## src/rtl/ast_pkg.sv

```systemverilog
package ast_pkg;

  // Line counter width; line_no carries its low 16 bits
  localparam int LINE_BITS  = 16;
  localparam int LINE_NO_W  = 16;

  // Result queue geometry
  localparam int MAX_RES    = 3;
  localparam int FIFO_DEPTH = 8;
  localparam int FIFO_AW    = $clog2(FIFO_DEPTH);

  // Character codes
  localparam logic [7:0] CH_TAB        = 8'h09;
  localparam logic [7:0] CH_NL         = 8'h0A;
  localparam logic [7:0] CH_SPACE      = 8'h20;
  localparam logic [7:0] CH_DQUOTE     = 8'h22;
  localparam logic [7:0] CH_QUOTE      = 8'h27;
  localparam logic [7:0] CH_ZERO       = 8'h30;
  localparam logic [7:0] CH_SEMI       = 8'h3B;
  localparam logic [7:0] CH_BSLASH     = 8'h5C;
  localparam logic [7:0] CH_UNDERSCORE = 8'h5F;
  localparam logic [7:0] CH_LOW_N      = 8'h6E;
  localparam logic [7:0] CH_LOW_T      = 8'h74;
  localparam logic [7:0] CH_PRINT_LO   = 8'h21;
  localparam logic [7:0] CH_PRINT_HI   = 8'h7E;

  typedef enum logic [3:0] {
    MODE_IDLE,
    MODE_COMMENT,
    MODE_NUMBER,
    MODE_IDENT,
    MODE_STR0,
    MODE_STRH,
    MODE_STRESC0,
    MODE_STRESCH,
    MODE_CHR,
    MODE_CHRESC,
    MODE_CHRCLOSE
  } mode_e;

  typedef enum logic [1:0] {
    KIND_PUNCT,
    KIND_NUMBER,
    KIND_IDENT,
    KIND_STRING
  } kind_e;

  typedef struct packed {
    logic [7:0]           tok_char;
    logic                 has_char;
    kind_e                token_kind;
    logic                 begins;
    logic                 closes;
    logic [LINE_NO_W-1:0] line_no;
    logic                 last_result;
  } res_t;

  // Results produced by one accepted item
  typedef struct packed {
    logic [1:0]              count;
    res_t [MAX_RES-1:0]      ent;
  } push_t;

  typedef struct packed {
    logic [FIFO_AW:0] used;
  } fifo_stat_t;

  function automatic logic is_digit(input logic [7:0] c);
    return (c >= "0") && (c <= "9");
  endfunction

  function automatic logic is_alpha(input logic [7:0] c);
    return ((c >= "a") && (c <= "z")) || ((c >= "A") && (c <= "Z"));
  endfunction

  // String escape: n and t map, anything else is itself
  function automatic logic [7:0] esc_char(input logic [7:0] c);
    logic [7:0] r;
    r = c;
    if (c == CH_LOW_N) r = CH_NL;
    else if (c == CH_LOW_T) r = CH_TAB;
    return r;
  endfunction

  function automatic res_t mk_res(input logic [7:0] c, input logic has, input kind_e kind,
                                  input logic beg, input logic cls,
                                  input logic [LINE_NO_W-1:0] line);
    res_t r;
    r.tok_char    = c;
    r.has_char    = has;
    r.token_kind  = kind;
    r.begins      = beg;
    r.closes      = cls;
    r.line_no     = line;
    r.last_result = 1'b0;
    return r;
  endfunction

  // Decimal digits of a byte: {hundreds, tens, ones}, 4 bits each.
  // Tens by reciprocal multiply, exact for values below 100.
  function automatic logic [11:0] dec_digits(input logic [7:0] v);
    logic [1:0]  h;
    logic [6:0]  r;
    logic [14:0] p;
    logic [3:0]  t;
    logic [6:0]  o;
    h = (v >= 8'd200) ? 2'd2 : ((v >= 8'd100) ? 2'd1 : 2'd0);
    r = 7'(v - 8'(h) * 8'd100);
    p = 15'(r) * 15'd205;
    t = p[14:11];
    o = r - 7'(t) * 7'd10;
    return {2'b00, h, t, o[3:0]};
  endfunction

endpackage

```

## src/rtl/ast_scan.sv

```systemverilog
module ast_scan (
  input  logic            clk_i,
  input  logic            rst_ni,
  input  logic            accept_i,
  input  logic [7:0]      ch_i,
  input  logic            eos_i,
  output ast_pkg::push_t  push_o
);

  ast_pkg::mode_e                  mode_q, mode_d;
  logic [ast_pkg::LINE_BITS-1:0]   line_q, line_d;
  logic [7:0]                      held_q, held_d;
  logic                            first_q, first_d;

  // Scanner state
  always_ff @(posedge clk_i or negedge rst_ni) begin
    if (!rst_ni) begin
      mode_q  <= ast_pkg::MODE_IDLE;
      line_q  <= ast_pkg::LINE_BITS'(1);
      held_q  <= '0;
      first_q <= 1'b0;
    end else if (accept_i) begin
      mode_q  <= mode_d;
      line_q  <= line_d;
      held_q  <= held_d;
      first_q <= first_d;
    end
  end

  logic [ast_pkg::LINE_NO_W-1:0] line_no;
  assign line_no = ast_pkg::LINE_NO_W'(line_q);

  logic [11:0] digits;
  assign digits = ast_pkg::dec_digits(held_q);

  // Next state and result items for the item at the input
  always_comb begin
    logic [1:0]      n;
    logic            run_idle;
    logic            more;
    ast_pkg::kind_e  kind;
    ast_pkg::res_t [ast_pkg::MAX_RES-1:0] ent;

    n        = 2'd0;
    run_idle = 1'b0;
    more     = 1'b0;
    kind     = (mode_q == ast_pkg::MODE_NUMBER) ? ast_pkg::KIND_NUMBER : ast_pkg::KIND_IDENT;
    ent      = '0;
    mode_d   = mode_q;
    line_d   = line_q;
    held_d   = held_q;
    first_d  = first_q;

    if (eos_i) begin
      // close whatever is open, then back to reset state
      case (mode_q)
        ast_pkg::MODE_NUMBER, ast_pkg::MODE_IDENT: begin
          ent[n] = ast_pkg::mk_res(held_q, 1'b1, kind, first_q, 1'b1, line_no);
          n = n + 2'd1;
        end
        ast_pkg::MODE_STRH, ast_pkg::MODE_STRESCH: begin
          ent[n] = ast_pkg::mk_res(held_q, 1'b1, ast_pkg::KIND_STRING, first_q, 1'b1, line_no);
          n = n + 2'd1;
        end
        ast_pkg::MODE_STR0, ast_pkg::MODE_STRESC0: begin
          ent[n] = ast_pkg::mk_res(8'h00, 1'b0, ast_pkg::KIND_STRING, 1'b1, 1'b1, line_no);
          n = n + 2'd1;
        end
        ast_pkg::MODE_CHRCLOSE: begin
          if (digits[9:8] != 2'd0) begin
            ent[n] = ast_pkg::mk_res(ast_pkg::CH_ZERO + 8'(digits[11:8]), 1'b1,
                                     ast_pkg::KIND_NUMBER, 1'b1, 1'b0, line_no);
            n = n + 2'd1;
            ent[n] = ast_pkg::mk_res(ast_pkg::CH_ZERO + 8'(digits[7:4]), 1'b1,
                                     ast_pkg::KIND_NUMBER, 1'b0, 1'b0, line_no);
            n = n + 2'd1;
          end else if (digits[7:4] != 4'd0) begin
            ent[n] = ast_pkg::mk_res(ast_pkg::CH_ZERO + 8'(digits[7:4]), 1'b1,
                                     ast_pkg::KIND_NUMBER, 1'b1, 1'b0, line_no);
            n = n + 2'd1;
          end
          ent[n] = ast_pkg::mk_res(ast_pkg::CH_ZERO + 8'(digits[3:0]), 1'b1,
                                   ast_pkg::KIND_NUMBER, (held_q < 8'd10), 1'b1, line_no);
          n = n + 2'd1;
        end
        default: ;
      endcase
      mode_d  = ast_pkg::MODE_IDLE;
      line_d  = ast_pkg::LINE_BITS'(1);
      held_d  = '0;
      first_d = 1'b0;
    end else begin
      case (mode_q)
        ast_pkg::MODE_NUMBER, ast_pkg::MODE_IDENT: begin
          more = ast_pkg::is_digit(ch_i) || ast_pkg::is_alpha(ch_i) ||
                 ((mode_q == ast_pkg::MODE_IDENT) && (ch_i == ast_pkg::CH_UNDERSCORE));
          ent[n] = ast_pkg::mk_res(held_q, 1'b1, kind, first_q, !more, line_no);
          n = n + 2'd1;
          if (more) begin
            held_d  = ch_i;
            first_d = 1'b0;
          end else begin
            run_idle = 1'b1;
          end
        end
        ast_pkg::MODE_COMMENT: begin
          if (ch_i == ast_pkg::CH_NL) run_idle = 1'b1;
        end
        ast_pkg::MODE_STR0: begin
          if (ch_i == ast_pkg::CH_DQUOTE) begin
            ent[n] = ast_pkg::mk_res(8'h00, 1'b0, ast_pkg::KIND_STRING, 1'b1, 1'b1, line_no);
            n = n + 2'd1;
            mode_d = ast_pkg::MODE_IDLE;
          end else if (ch_i == ast_pkg::CH_BSLASH) begin
            mode_d = ast_pkg::MODE_STRESC0;
          end else begin
            held_d  = ch_i;
            first_d = 1'b1;
            mode_d  = ast_pkg::MODE_STRH;
          end
        end
        ast_pkg::MODE_STRH: begin
          if (ch_i == ast_pkg::CH_DQUOTE) begin
            ent[n] = ast_pkg::mk_res(held_q, 1'b1, ast_pkg::KIND_STRING, first_q, 1'b1, line_no);
            n = n + 2'd1;
            mode_d = ast_pkg::MODE_IDLE;
          end else if (ch_i == ast_pkg::CH_BSLASH) begin
            mode_d = ast_pkg::MODE_STRESCH;
          end else begin
            ent[n] = ast_pkg::mk_res(held_q, 1'b1, ast_pkg::KIND_STRING, first_q, 1'b0, line_no);
            n = n + 2'd1;
            held_d  = ch_i;
            first_d = 1'b0;
          end
        end
        ast_pkg::MODE_STRESC0: begin
          held_d  = ast_pkg::esc_char(ch_i);
          first_d = 1'b1;
          mode_d  = ast_pkg::MODE_STRH;
        end
        ast_pkg::MODE_STRESCH: begin
          ent[n] = ast_pkg::mk_res(held_q, 1'b1, ast_pkg::KIND_STRING, first_q, 1'b0, line_no);
          n = n + 2'd1;
          held_d  = ast_pkg::esc_char(ch_i);
          first_d = 1'b0;
          mode_d  = ast_pkg::MODE_STRH;
        end
        ast_pkg::MODE_CHR: begin
          if (ch_i == ast_pkg::CH_BSLASH) begin
            mode_d = ast_pkg::MODE_CHRESC;
          end else begin
            held_d = ch_i;
            mode_d = ast_pkg::MODE_CHRCLOSE;
          end
        end
        ast_pkg::MODE_CHRESC: begin
          if (ch_i == ast_pkg::CH_BSLASH) held_d = ast_pkg::CH_BSLASH;
          else if (ch_i == ast_pkg::CH_LOW_T) held_d = ast_pkg::CH_TAB;
          else if (ch_i == ast_pkg::CH_LOW_N) held_d = ast_pkg::CH_NL;
          else held_d = 8'h00;
          mode_d = ast_pkg::MODE_CHRCLOSE;
        end
        ast_pkg::MODE_CHRCLOSE: begin
          // closing byte is not checked; send the decimal code
          if (digits[9:8] != 2'd0) begin
            ent[n] = ast_pkg::mk_res(ast_pkg::CH_ZERO + 8'(digits[11:8]), 1'b1,
                                     ast_pkg::KIND_NUMBER, 1'b1, 1'b0, line_no);
            n = n + 2'd1;
            ent[n] = ast_pkg::mk_res(ast_pkg::CH_ZERO + 8'(digits[7:4]), 1'b1,
                                     ast_pkg::KIND_NUMBER, 1'b0, 1'b0, line_no);
            n = n + 2'd1;
          end else if (digits[7:4] != 4'd0) begin
            ent[n] = ast_pkg::mk_res(ast_pkg::CH_ZERO + 8'(digits[7:4]), 1'b1,
                                     ast_pkg::KIND_NUMBER, 1'b1, 1'b0, line_no);
            n = n + 2'd1;
          end
          ent[n] = ast_pkg::mk_res(ast_pkg::CH_ZERO + 8'(digits[3:0]), 1'b1,
                                   ast_pkg::KIND_NUMBER, (held_q < 8'd10), 1'b1, line_no);
          n = n + 2'd1;
          mode_d = ast_pkg::MODE_IDLE;
        end
        default: run_idle = 1'b1;
      endcase

      // idle handling, also for the byte that ends a number or identifier
      if (run_idle) begin
        mode_d = ast_pkg::MODE_IDLE;
        if (ch_i == ast_pkg::CH_NL) begin
          if (line_q != '1) line_d = line_q + ast_pkg::LINE_BITS'(1);
        end else if ((ch_i == ast_pkg::CH_SPACE) || (ch_i == ast_pkg::CH_TAB)) begin
          mode_d = ast_pkg::MODE_IDLE;
        end else if (ch_i == ast_pkg::CH_SEMI) begin
          mode_d = ast_pkg::MODE_COMMENT;
        end else if (ch_i == ast_pkg::CH_QUOTE) begin
          mode_d = ast_pkg::MODE_CHR;
        end else if (ch_i == ast_pkg::CH_DQUOTE) begin
          mode_d = ast_pkg::MODE_STR0;
        end else if (ast_pkg::is_digit(ch_i)) begin
          held_d  = ch_i;
          first_d = 1'b1;
          mode_d  = ast_pkg::MODE_NUMBER;
        end else if (ast_pkg::is_alpha(ch_i) || (ch_i == ast_pkg::CH_UNDERSCORE)) begin
          held_d  = ch_i;
          first_d = 1'b1;
          mode_d  = ast_pkg::MODE_IDENT;
        end else if ((ch_i >= ast_pkg::CH_PRINT_LO) && (ch_i <= ast_pkg::CH_PRINT_HI)) begin
          ent[n] = ast_pkg::mk_res(ch_i, 1'b1, ast_pkg::KIND_PUNCT, 1'b1, 1'b1, line_no);
          n = n + 2'd1;
        end
      end
    end

    // mark the final result of this item
    if (n != 2'd0) ent[n - 2'd1].last_result = 1'b1;

    push_o.ent   = ent;
    push_o.count = accept_i ? n : 2'd0;
  end

endmodule

```

## src/rtl/ast_fifo.sv

```systemverilog
module ast_fifo (
  input  logic                 clk_i,
  input  logic                 rst_ni,
  input  ast_pkg::push_t       push_i,
  input  logic                 pop_i,
  output ast_pkg::res_t        head_o,
  output ast_pkg::fifo_stat_t  stat_o
);

  ast_pkg::res_t             mem_q [ast_pkg::FIFO_DEPTH];
  logic [ast_pkg::FIFO_AW-1:0] wr_q, wr_d, rd_q, rd_d;
  logic [ast_pkg::FIFO_AW:0]   used_q, used_d;

  // Pointers and fill level
  always_comb begin
    wr_d   = wr_q + ast_pkg::FIFO_AW'(push_i.count);
    rd_d   = rd_q + ast_pkg::FIFO_AW'(pop_i);
    used_d = used_q + (ast_pkg::FIFO_AW + 1)'(push_i.count)
                    - (ast_pkg::FIFO_AW + 1)'(pop_i);
  end

  always_ff @(posedge clk_i or negedge rst_ni) begin
    if (!rst_ni) begin
      wr_q   <= '0;
      rd_q   <= '0;
      used_q <= '0;
    end else begin
      wr_q   <= wr_d;
      rd_q   <= rd_d;
      used_q <= used_d;
    end
  end

  // Entry storage: up to three writes per cycle at consecutive slots
  always_ff @(posedge clk_i) begin
    for (int i = 0; i < ast_pkg::MAX_RES; i++) begin
      if (2'(i) < push_i.count) begin
        mem_q[wr_q + ast_pkg::FIFO_AW'(i)] <= push_i.ent[i];
      end
    end
  end

  assign head_o      = mem_q[rd_q];
  assign stat_o.used = used_q;

endmodule

```

## src/rtl/assembly_source_tokenizer_unit.sv

```systemverilog
// Assembly source tokenizer: takes one source byte per cycle while ready and emits
// token characters with kind, begin/close flags and line number. Each byte is
// scanned in the cycle it is accepted and gives zero to three result items,
// which enter an 8-entry result queue; the output side delivers one item per
// cycle from that queue while m_axis_tready is high. The input takes a byte
// whenever at least three queue entries are free, so with a draining output the
// block sustains one byte per cycle; a character literal closing with a
// three-digit code is the only case that produces three items. Result items
// are written into the queue at the clock edge that accepts the byte.
module assembly_source_tokenizer_unit (
  input  logic        clk_i,
  input  logic        rst_ni,
  input  logic        s_axis_tvalid,
  output logic        s_axis_tready,
  input  logic [7:0]  s_axis_tdata,   // [7:0] ch
  input  logic        s_axis_tlast,   // end_of_source
  output logic        m_axis_tvalid,
  input  logic        m_axis_tready,
  output logic [23:0] m_axis_tdata,   // [7:0] tok_char, [23:8] line_no
  output logic [4:0]  m_axis_tuser,   // [0] has_char, [2:1] token_kind, [3] begins, [4] closes
  output logic        m_axis_tlast    // last_result
);

  logic                 s_accept;
  logic                 m_pop;
  ast_pkg::push_t       push;
  ast_pkg::res_t        head;
  ast_pkg::fifo_stat_t  stat;

  // Accept only with room for the worst-case burst
  assign s_axis_tready = (stat.used <=
                          (ast_pkg::FIFO_AW + 1)'(ast_pkg::FIFO_DEPTH - ast_pkg::MAX_RES));
  assign s_accept      = s_axis_tvalid && s_axis_tready;
  assign m_axis_tvalid = (stat.used != '0);
  assign m_pop         = m_axis_tvalid && m_axis_tready;

  ast_scan u_scan (
    .clk_i    (clk_i),
    .rst_ni   (rst_ni),
    .accept_i (s_accept),
    .ch_i     (s_axis_tdata),
    .eos_i    (s_axis_tlast),
    .push_o   (push)
  );

  ast_fifo u_fifo (
    .clk_i  (clk_i),
    .rst_ni (rst_ni),
    .push_i (push),
    .pop_i  (m_pop),
    .head_o (head),
    .stat_o (stat)
  );

  // Output packing
  assign m_axis_tdata = {head.line_no, head.tok_char};
  assign m_axis_tuser = {head.closes, head.begins, head.token_kind, head.has_char};
  assign m_axis_tlast = head.last_result;

  // Checks
  a_fill_bound: assert property (@(posedge clk_i) disable iff (!rst_ni)
    stat.used <= (ast_pkg::FIFO_AW + 1)'(ast_pkg::FIFO_DEPTH))
    else $error("result queue overfilled");

  a_no_push_idle: assert property (@(posedge clk_i) disable iff (!rst_ni)
    !s_accept |-> (push.count == 2'd0))
    else $error("results pushed without an accepted item");

  a_fill_track: assert property (@(posedge clk_i) disable iff (!rst_ni)
    1'b1 |=> (stat.used == $past(stat.used) + (ast_pkg::FIFO_AW + 1)'($past(push.count))
                           - (ast_pkg::FIFO_AW + 1)'($past(m_pop))))
    else $error("queue fill level out of step");

  a_last_marked: assert property (@(posedge clk_i) disable iff (!rst_ni)
    (push.count != 2'd0) |-> push.ent[push.count - 2'd1].last_result)
    else $error("final result of an item not marked last");

endmodule

```

## config.mk

```make
export PLATFORM = sky130hd
export DESIGN_NAME = assembly_source_tokenizer_unit
export DESIGN_NICKNAME = d
export VERILOG_FILES = /design/src/rtl/ast_pkg.sv /design/src/rtl/ast_scan.sv /design/src/rtl/ast_fifo.sv /design/src/rtl/assembly_source_tokenizer_unit.sv
export SDC_FILE = /design/constraint.sdc
export NUM_CORES = 1
export LEC_CHECK = 0
export BUFFER_PORTS_ARGS = -buffer_cell sky130_fd_sc_hd__buf_2
export CAP_MARGIN = 20
export CORE_MARGIN = 8
export CORE_UTILIZATION = 45
export CTS_CLUSTER_SIZE = 16
export DETAILED_ROUTE_END_ITERATION = 8
export PLACE_DENSITY = 0.59
export SYNTH_ARGS = -nofsm -noshare
export SYNTH_HDL_FRONTEND = slang
export SYNTH_SLANG_ARGS = --single-unit
```

## constraint.sdc

```tcl
create_clock -name clk_i -period 19.5 [get_ports clk_i]
set_input_delay 4.875 -clock clk_i [delete_from_list [all_inputs] [get_ports clk_i]]
set_output_delay 4.875 -clock clk_i [all_outputs]
set_load 0.01 [all_outputs]
```

### After elaboration in Yosys (flattened, before gate mapping)

Memories as Yosys holds them, arrays and structs flattened.
Index checks and enable logic that the tools add are counted.

| storage, ports and cells | value |
|---|---|
| memories kept | 1 |
| input bits | 13 |
| register bits | 39 |
| memory bits (writable) | 240 |

Memory list:

| name | words | width | rd ports | clocked after memory_dff | wr ports | line | text |
|---|---|---|---|---|---|---|---|
| u_fifo.mem_q | 8 | 30 | 1 | 0 | 3 | ast_fifo.sv:10 | `ast_pkg::res_t mem_q [ast_pkg::FIFO_DEPTH];` |

| operators by class | value |
|---|---|
| multipliers | 3 |
| $add $sub $neg | 16 |
| eq/ne operators | 22 |
| reduce and logical (&&, ||, !) cells | 35 |
| muxes and demuxes | 128 |
| order comparisons | 23 |

Operator list:

| cell | count |
|---|---|
| $mux 90 | 11 |
| $mux 30 | 15 |
| $bwmux 90 | 4 |
| $demux 30 s2 | 4 |
| $mux 60 | 3 |
| $pmux 30 s5 | 1 |
| $mux 8 | 16 |
| $pmux 30 s4 | 1 |
| $mux 16 | 4 |
| $mux 4 | 12 |
| $mux 2 | 22 |
| $pmux 8 s5 | 1 |
| $eq 8x6->1 const B | 4 |
| $eq 8x7->1 const B | 4 |
| $mux 1 | 28 |
| $ge 8x7->1 const B | 3 |
| $le 8x7->1 const B | 3 |
| $pmux 4 s6 | 1 |
| $mux 21 | 1 |
| $add 16x1->16 const B | 1 |
| $eq 4x3->1 const B | 4 |
| $eq 8x4->1 const B | 2 |
| $ge 8x6->1 const B | 2 |
| $ne 16x16->1 const B | 1 |
| other kinds (43) | 79 |

### Logic depth before layout (Yosys ltp)

| depth | value |
|---|---|
| depth in word-level cells | 32 |
| mapped depth | 34 |

### By module

Synthesis repeated with hierarchy kept, for this count alone.

| unflattened totals | value |
|---|---|
| cells, all modules | 2442 |
| area, all modules | 21968.6 um^2 |

By module, submodules not included:

| module | seq. area each (um^2) | cells an instance | instances | area each (um^2) |
|---|---|---|---|---|
| ast_fifo | 7457.2 | 1725 | 1 | 16658.5 |
| ast_scan | 726.9 | 713 | 1 | 5278.8 |
| assembly_source_tokenizer_unit | 0.0 | 4 | 1 | 31.3 |

### Worst setup path before layout

No wires, ideal clock.

| path | value |
|---|---|
| kind | in2reg |
| from | in s_axis_tdata[7] |
| to | mem u_fifo.mem_q[6][0] (netlist bit), enable pin |
| setup slack | 9.739 ns |
| stages on the path | 14 |
| required time | 19.041 ns |
| path buffers | 2 |
| arrival | 9.303 ns |
| library setup time | 0.459 ns |
| path through | buf_2 -> and4bb_2 -> and3b_1 -> a311oi_1 -> nor2_1 -> o21ai_1 -> inv_1 -> ha_1 -> nand2_2 -> nand2_2 -> buf_4 -> maj3_1 -> nand2_1 -> o21ai_0 |

RTL lines:

| item | line | text |
|---|---|---|
| from (decl) | assembly_source_tokenizer_unit.sv:15 | `input logic [7:0] s_axis_tdata,` |
| to (decl) | ast_fifo.sv:10 |  |

==> metrics list <==
* Result of the run: completed
- The tree is rooted in a sky130_fd_sc_hd__clkbuf_16.
- The number of nets handed over by synthesis was ~1700.
- The path with the worst hold slack has its endpoint at u_fifo.stat_o[0].
- Required time at the worst-slack endpoint: 19.95 ns
- STA classifies the critical path endpoint as a flop.
- Leaving out fill and tap cells, the most frequent cell in the layout is sky130_fd_sc_hd__edfxtp_1.
- Number of max-cap violations: 0
- Number of antenna violations at the first check in global routing: 0
- Critical R2R Launch: u_scan.held_q[3]
- Final-layout setup total negative slack: 0 ns
* Mapped Cells: 1581
- The number of placed instances, taps included, is 2047.
- In this run, CTS created clock tree buffers numbering 30.
- Die span in x: 213 um
* Antenna-violating nets left: 0
- Worst hold path stage count: 1
* Post-CTS setup buffer count: 0
- Maximum buffer depth of the clock tree: 3
* Yosys reg bits: 279
- In the final routed layout, each cell accounts on average for 24.0 um.
- Number of top-level pins: 45
- For the worst flop-to-flop path, the logic depth is 26.
- Simple-gate portion of the synthesized area: 0.157
* Post-route minimum period: 9.34 ns
- For this run, the number of Yosys warnings is 0.
- The initialized floorplan defines 72 standard-cell rows.
- After synthesis, the largest family of logic cells by area is simple AND/OR/NAND/NOR gates.
- Sorting the synthesized cells by area gives the leading types as sky130_fd_sc_hd__edfxtp_1 41%, sky130_fd_sc_hd__mux4_2 7.7%, sky130_fd_sc_hd__dfrtp_1 5.4%.
- Count of final hold-check violations: 0
- Clock latency on the worst-skew pair, taken at its later pin, is 0.58 ns.
- Counting flops with a built-in enable in the synthesized netlist gives 240.
- Area of the core: 38600 um^2
- Library cell with the largest summed area after synthesis: sky130_fd_sc_hd__edfxtp_1
- Floorplan die area: 45600 um^2
- Entering global routing, the biggest net connects 43 pins.
- TritonCTS built the clock tree.
- Multiplexer share of the synthesized area: 0.145
* Final Util: 0.498
- Number of gates given a new drive strength after cts: 0
- Distinct cells, synth: ~100
- Hold_buf cts: 0
- Of the total synthesized cell area, the portion taken by full adders, half adders and majority gates is 0.0528.
- Syn Area/Cell: 11.1 um^2
* Share of the cycle needed by the critical path after routing: 0.479
- Synth Flop Type: sky130_fd_sc_hd__edfxtp_1
* Sink Count: 279
- The congestion estimate from routability-driven global placement came to 0.948.
- For flop-to-flop paths, the worst setup slack is 10.16 ns.
- Worst Setup Path Type: reg -> reg
- Input and output buffers added on the ports amount to 44.
- In the routed design, unresolved DRC markers number 0.
* Vias in the first global route: 12407
- Setup repair after global routing left no endpoint under its margin.
- Total Routed Length: 50.5 mm
- Overall via count from detail_route: 12703
* Fin Clk Skew: around 0.013 ns
- Fraction of synthesized cell area in xor and xnor cells: 0.0133
- In the routed layout, each cell is associated on average with a via count of 6.03.
- Initial Util: 0.455
- For the worst setup path, the data arrival time is 9.78 ns.
- Class of the worst hold path: reg -> reg
- Number of setup violations in the final report: 0
- Chip height: roughly 210 um
* Level count of the clock H-tree: 1
* Final net count: between 1500 and 2000
* Kind of launch point of the worst setup path: flop
* Area growth, synth to finish: 9.41%
- Static timing analysis puts the maximum clock frequency at 107 MHz.
* Overflow left after global routing: 0
- Critical path peak fanout: 20
- Post-synth top area share: 0.411
- Clock slew at the register clock pins of the worst setup and hold paths: 0.06 ns
* Count of placed standard cells in the final layout, fillers left out: 2105
* Ratio of cells with drive above 1 in the final layout: 0.167
- Endpoint of the worst-slack reg-to-reg timing path: u_fifo.mem_q[4][14]
* Antenna cells: 0
- Of the synthesized area, sequential elements account for 0.466.
- Wire length of the first global-routing pass: 77.1 mm
* Max-slew violation count: 0
- For the pin with the worst max-slew slack, the measured transition is roughly 1.3 ns.
* Hold Startpoint: u_fifo.stat_o[0]
- In the synthesized netlist the async set-or-reset flop fraction comes to 0.140.
* Placed wire-length estimate: between 30 and 40 mm
* Number of detailed-routing iterations run before antenna repair: 6
- Synthesized cell area: 17500 um^2
* Synth Area in Compound Gates: 0.122
- Gr usage total: 0.222
* Number of fill cells in the layout: 3532
- Commonest non-fill, non-tap cells in the layout: 240 x sky130_fd_sc_hd__edfxtp_1, 153 x sky130_fd_sc_hd__nand2_1, 137 x sky130_fd_sc_hd__and2_1, 102 x sky130_fd_sc_hd__o21ai_0, 92 x sky130_fd_sc_hd__nor2_1
* DRC marker count from the first detailed-route iteration: between 1000 and 1500
- Relative slew slack: 0.145
-- routing by layer --
metal	wire [um]	up-vias	GRT usage
li1	-	5836	-
met1	22600	6334	0.316
met2	23600	447	0.354
met3	2970	86	0.0253
met4	1400	0	0.0648
met5	0	-	0
-- state kept, by name, indices dropped and copies added, names as in the netlist --
name and cells:
u_scan.held_q 8, u_fifo.mem_q 240, u_fifo.stat_o 4, u_fifo.wr_q 3, u_scan.mode_q 4, u_fifo.rd_q 3
u_scan.line_no 16, u_scan.first_q 1
-- how the worst max path moves through the flow --
stage | from | to | slack (ns) | cells after the start
floorplan | s_axis_tdata[7] | u_fifo.mem_q[6][0] | 9.74 | 14
global placement | s_axis_tdata[5] | u_fifo.mem_q[0][8] | 9.80 | 10
detailed placement | s_axis_tdata[5] | u_fifo.mem_q[0][14] | 9.61 | 10
CTS | u_scan.held_q[3] | u_fifo.mem_q[0][14] | 10.06 | 26
global route | u_scan.held_q[3] | u_fifo.mem_q[4][13] | 9.52 | 26
finish | u_scan.held_q[3] | u_fifo.mem_q[4][14] | 10.16 | 26
-- cells in the mapped netlist, types with 16 or more instances --
cell type / instances
sky130_fd_sc_hd__edfxtp_1: 240
sky130_fd_sc_hd__nand2_1: 154
sky130_fd_sc_hd__and2_1: 137
sky130_fd_sc_hd__o21ai_0: 108
sky130_fd_sc_hd__nor2_1: 92
sky130_fd_sc_hd__a21oi_1: 76
sky130_fd_sc_hd__mux2i_1: 71
sky130_fd_sc_hd__clkbuf_1: 70
sky130_fd_sc_hd__mux4_2: 60
sky130_fd_sc_hd__inv_1: 55
sky130_fd_sc_hd__ha_1: 54
sky130_fd_sc_hd__dfrtp_1: 38
sky130_fd_sc_hd__nand3_1: 38
sky130_fd_sc_hd__mux2_2: 36
sky130_fd_sc_hd__buf_2: 32
sky130_fd_sc_hd__nor3_1: 29
sky130_fd_sc_hd__o211ai_1: 18
sky130_fd_sc_hd__xor2_1: 16
-- final cells by class --
class,count,area (um^2),area share
Timing Repair Buffer,70,435,0.0227
Sequential cell,279,8190,0.427
Clock inverter,19,239,0.0124
Tap cell,518,648,0.0338
Multi-Input combinational cell,1126,8690,0.453
Clock buffer,37,787,0.0410
Inverter,56,210,0.0109
-- kinds of logic after synthesis --
group,count (synthesis)
compound gates,328
mux,172
buf+inv,176
fa+ha+maj,67
simple gates,534
flops,279
xor+xnor,25
-- through the flow --
step	hold slack (ns)	worst slack, ns	cell area (um^2)
2_1_floorplan	0.464	9.74	17500
3_3_place_gp	0.533	9.80	18100
3_5_place_dp	0.542	9.61	18100
4_1_cts	0.556	10.06	19200
5_1_grt	0.585	9.52	19200
6_report	0.556	10.16	19200
-- worst max-delay path, stage by stage (launching register included) --
cell and delay (ns):
sky130_fd_sc_hd__dfrtp_1 0.50, sky130_fd_sc_hd__o31a_1 0.40, sky130_fd_sc_hd__a21oi_2 0.33, sky130_fd_sc_hd__nor2_1 0.11, sky130_fd_sc_hd__ha_1 0.23, sky130_fd_sc_hd__fa_1 0.43, sky130_fd_sc_hd__nand2b_1 0.09, sky130_fd_sc_hd__a21oi_1 0.08
sky130_fd_sc_hd__xnor2_1 0.39, sky130_fd_sc_hd__ha_1 0.31, sky130_fd_sc_hd__ha_1 0.31, sky130_fd_sc_hd__fa_1 0.51, sky130_fd_sc_hd__inv_1 0.05, sky130_fd_sc_hd__fa_1 0.47, sky130_fd_sc_hd__inv_1 0.04, sky130_fd_sc_hd__ha_1 0.28
sky130_fd_sc_hd__a21oi_1 0.21, sky130_fd_sc_hd__a211oi_1 0.12, sky130_fd_sc_hd__a2111oi_2 0.44, sky130_fd_sc_hd__o2111ai_2 0.26, sky130_fd_sc_hd__o21ai_2 0.78, sky130_fd_sc_hd__ha_1 0.32, sky130_fd_sc_hd__nand2_2 0.15, sky130_fd_sc_hd__nand2_2 0.26
sky130_fd_sc_hd__nand4_1 0.80, sky130_fd_sc_hd__mux2i_2 1.09, sky130_fd_sc_hd__and2_1 0.23
Power is left out: the tool's default activity adds up to more than one toggle a clock period on the data nets, which glitch-free logic cannot reach.
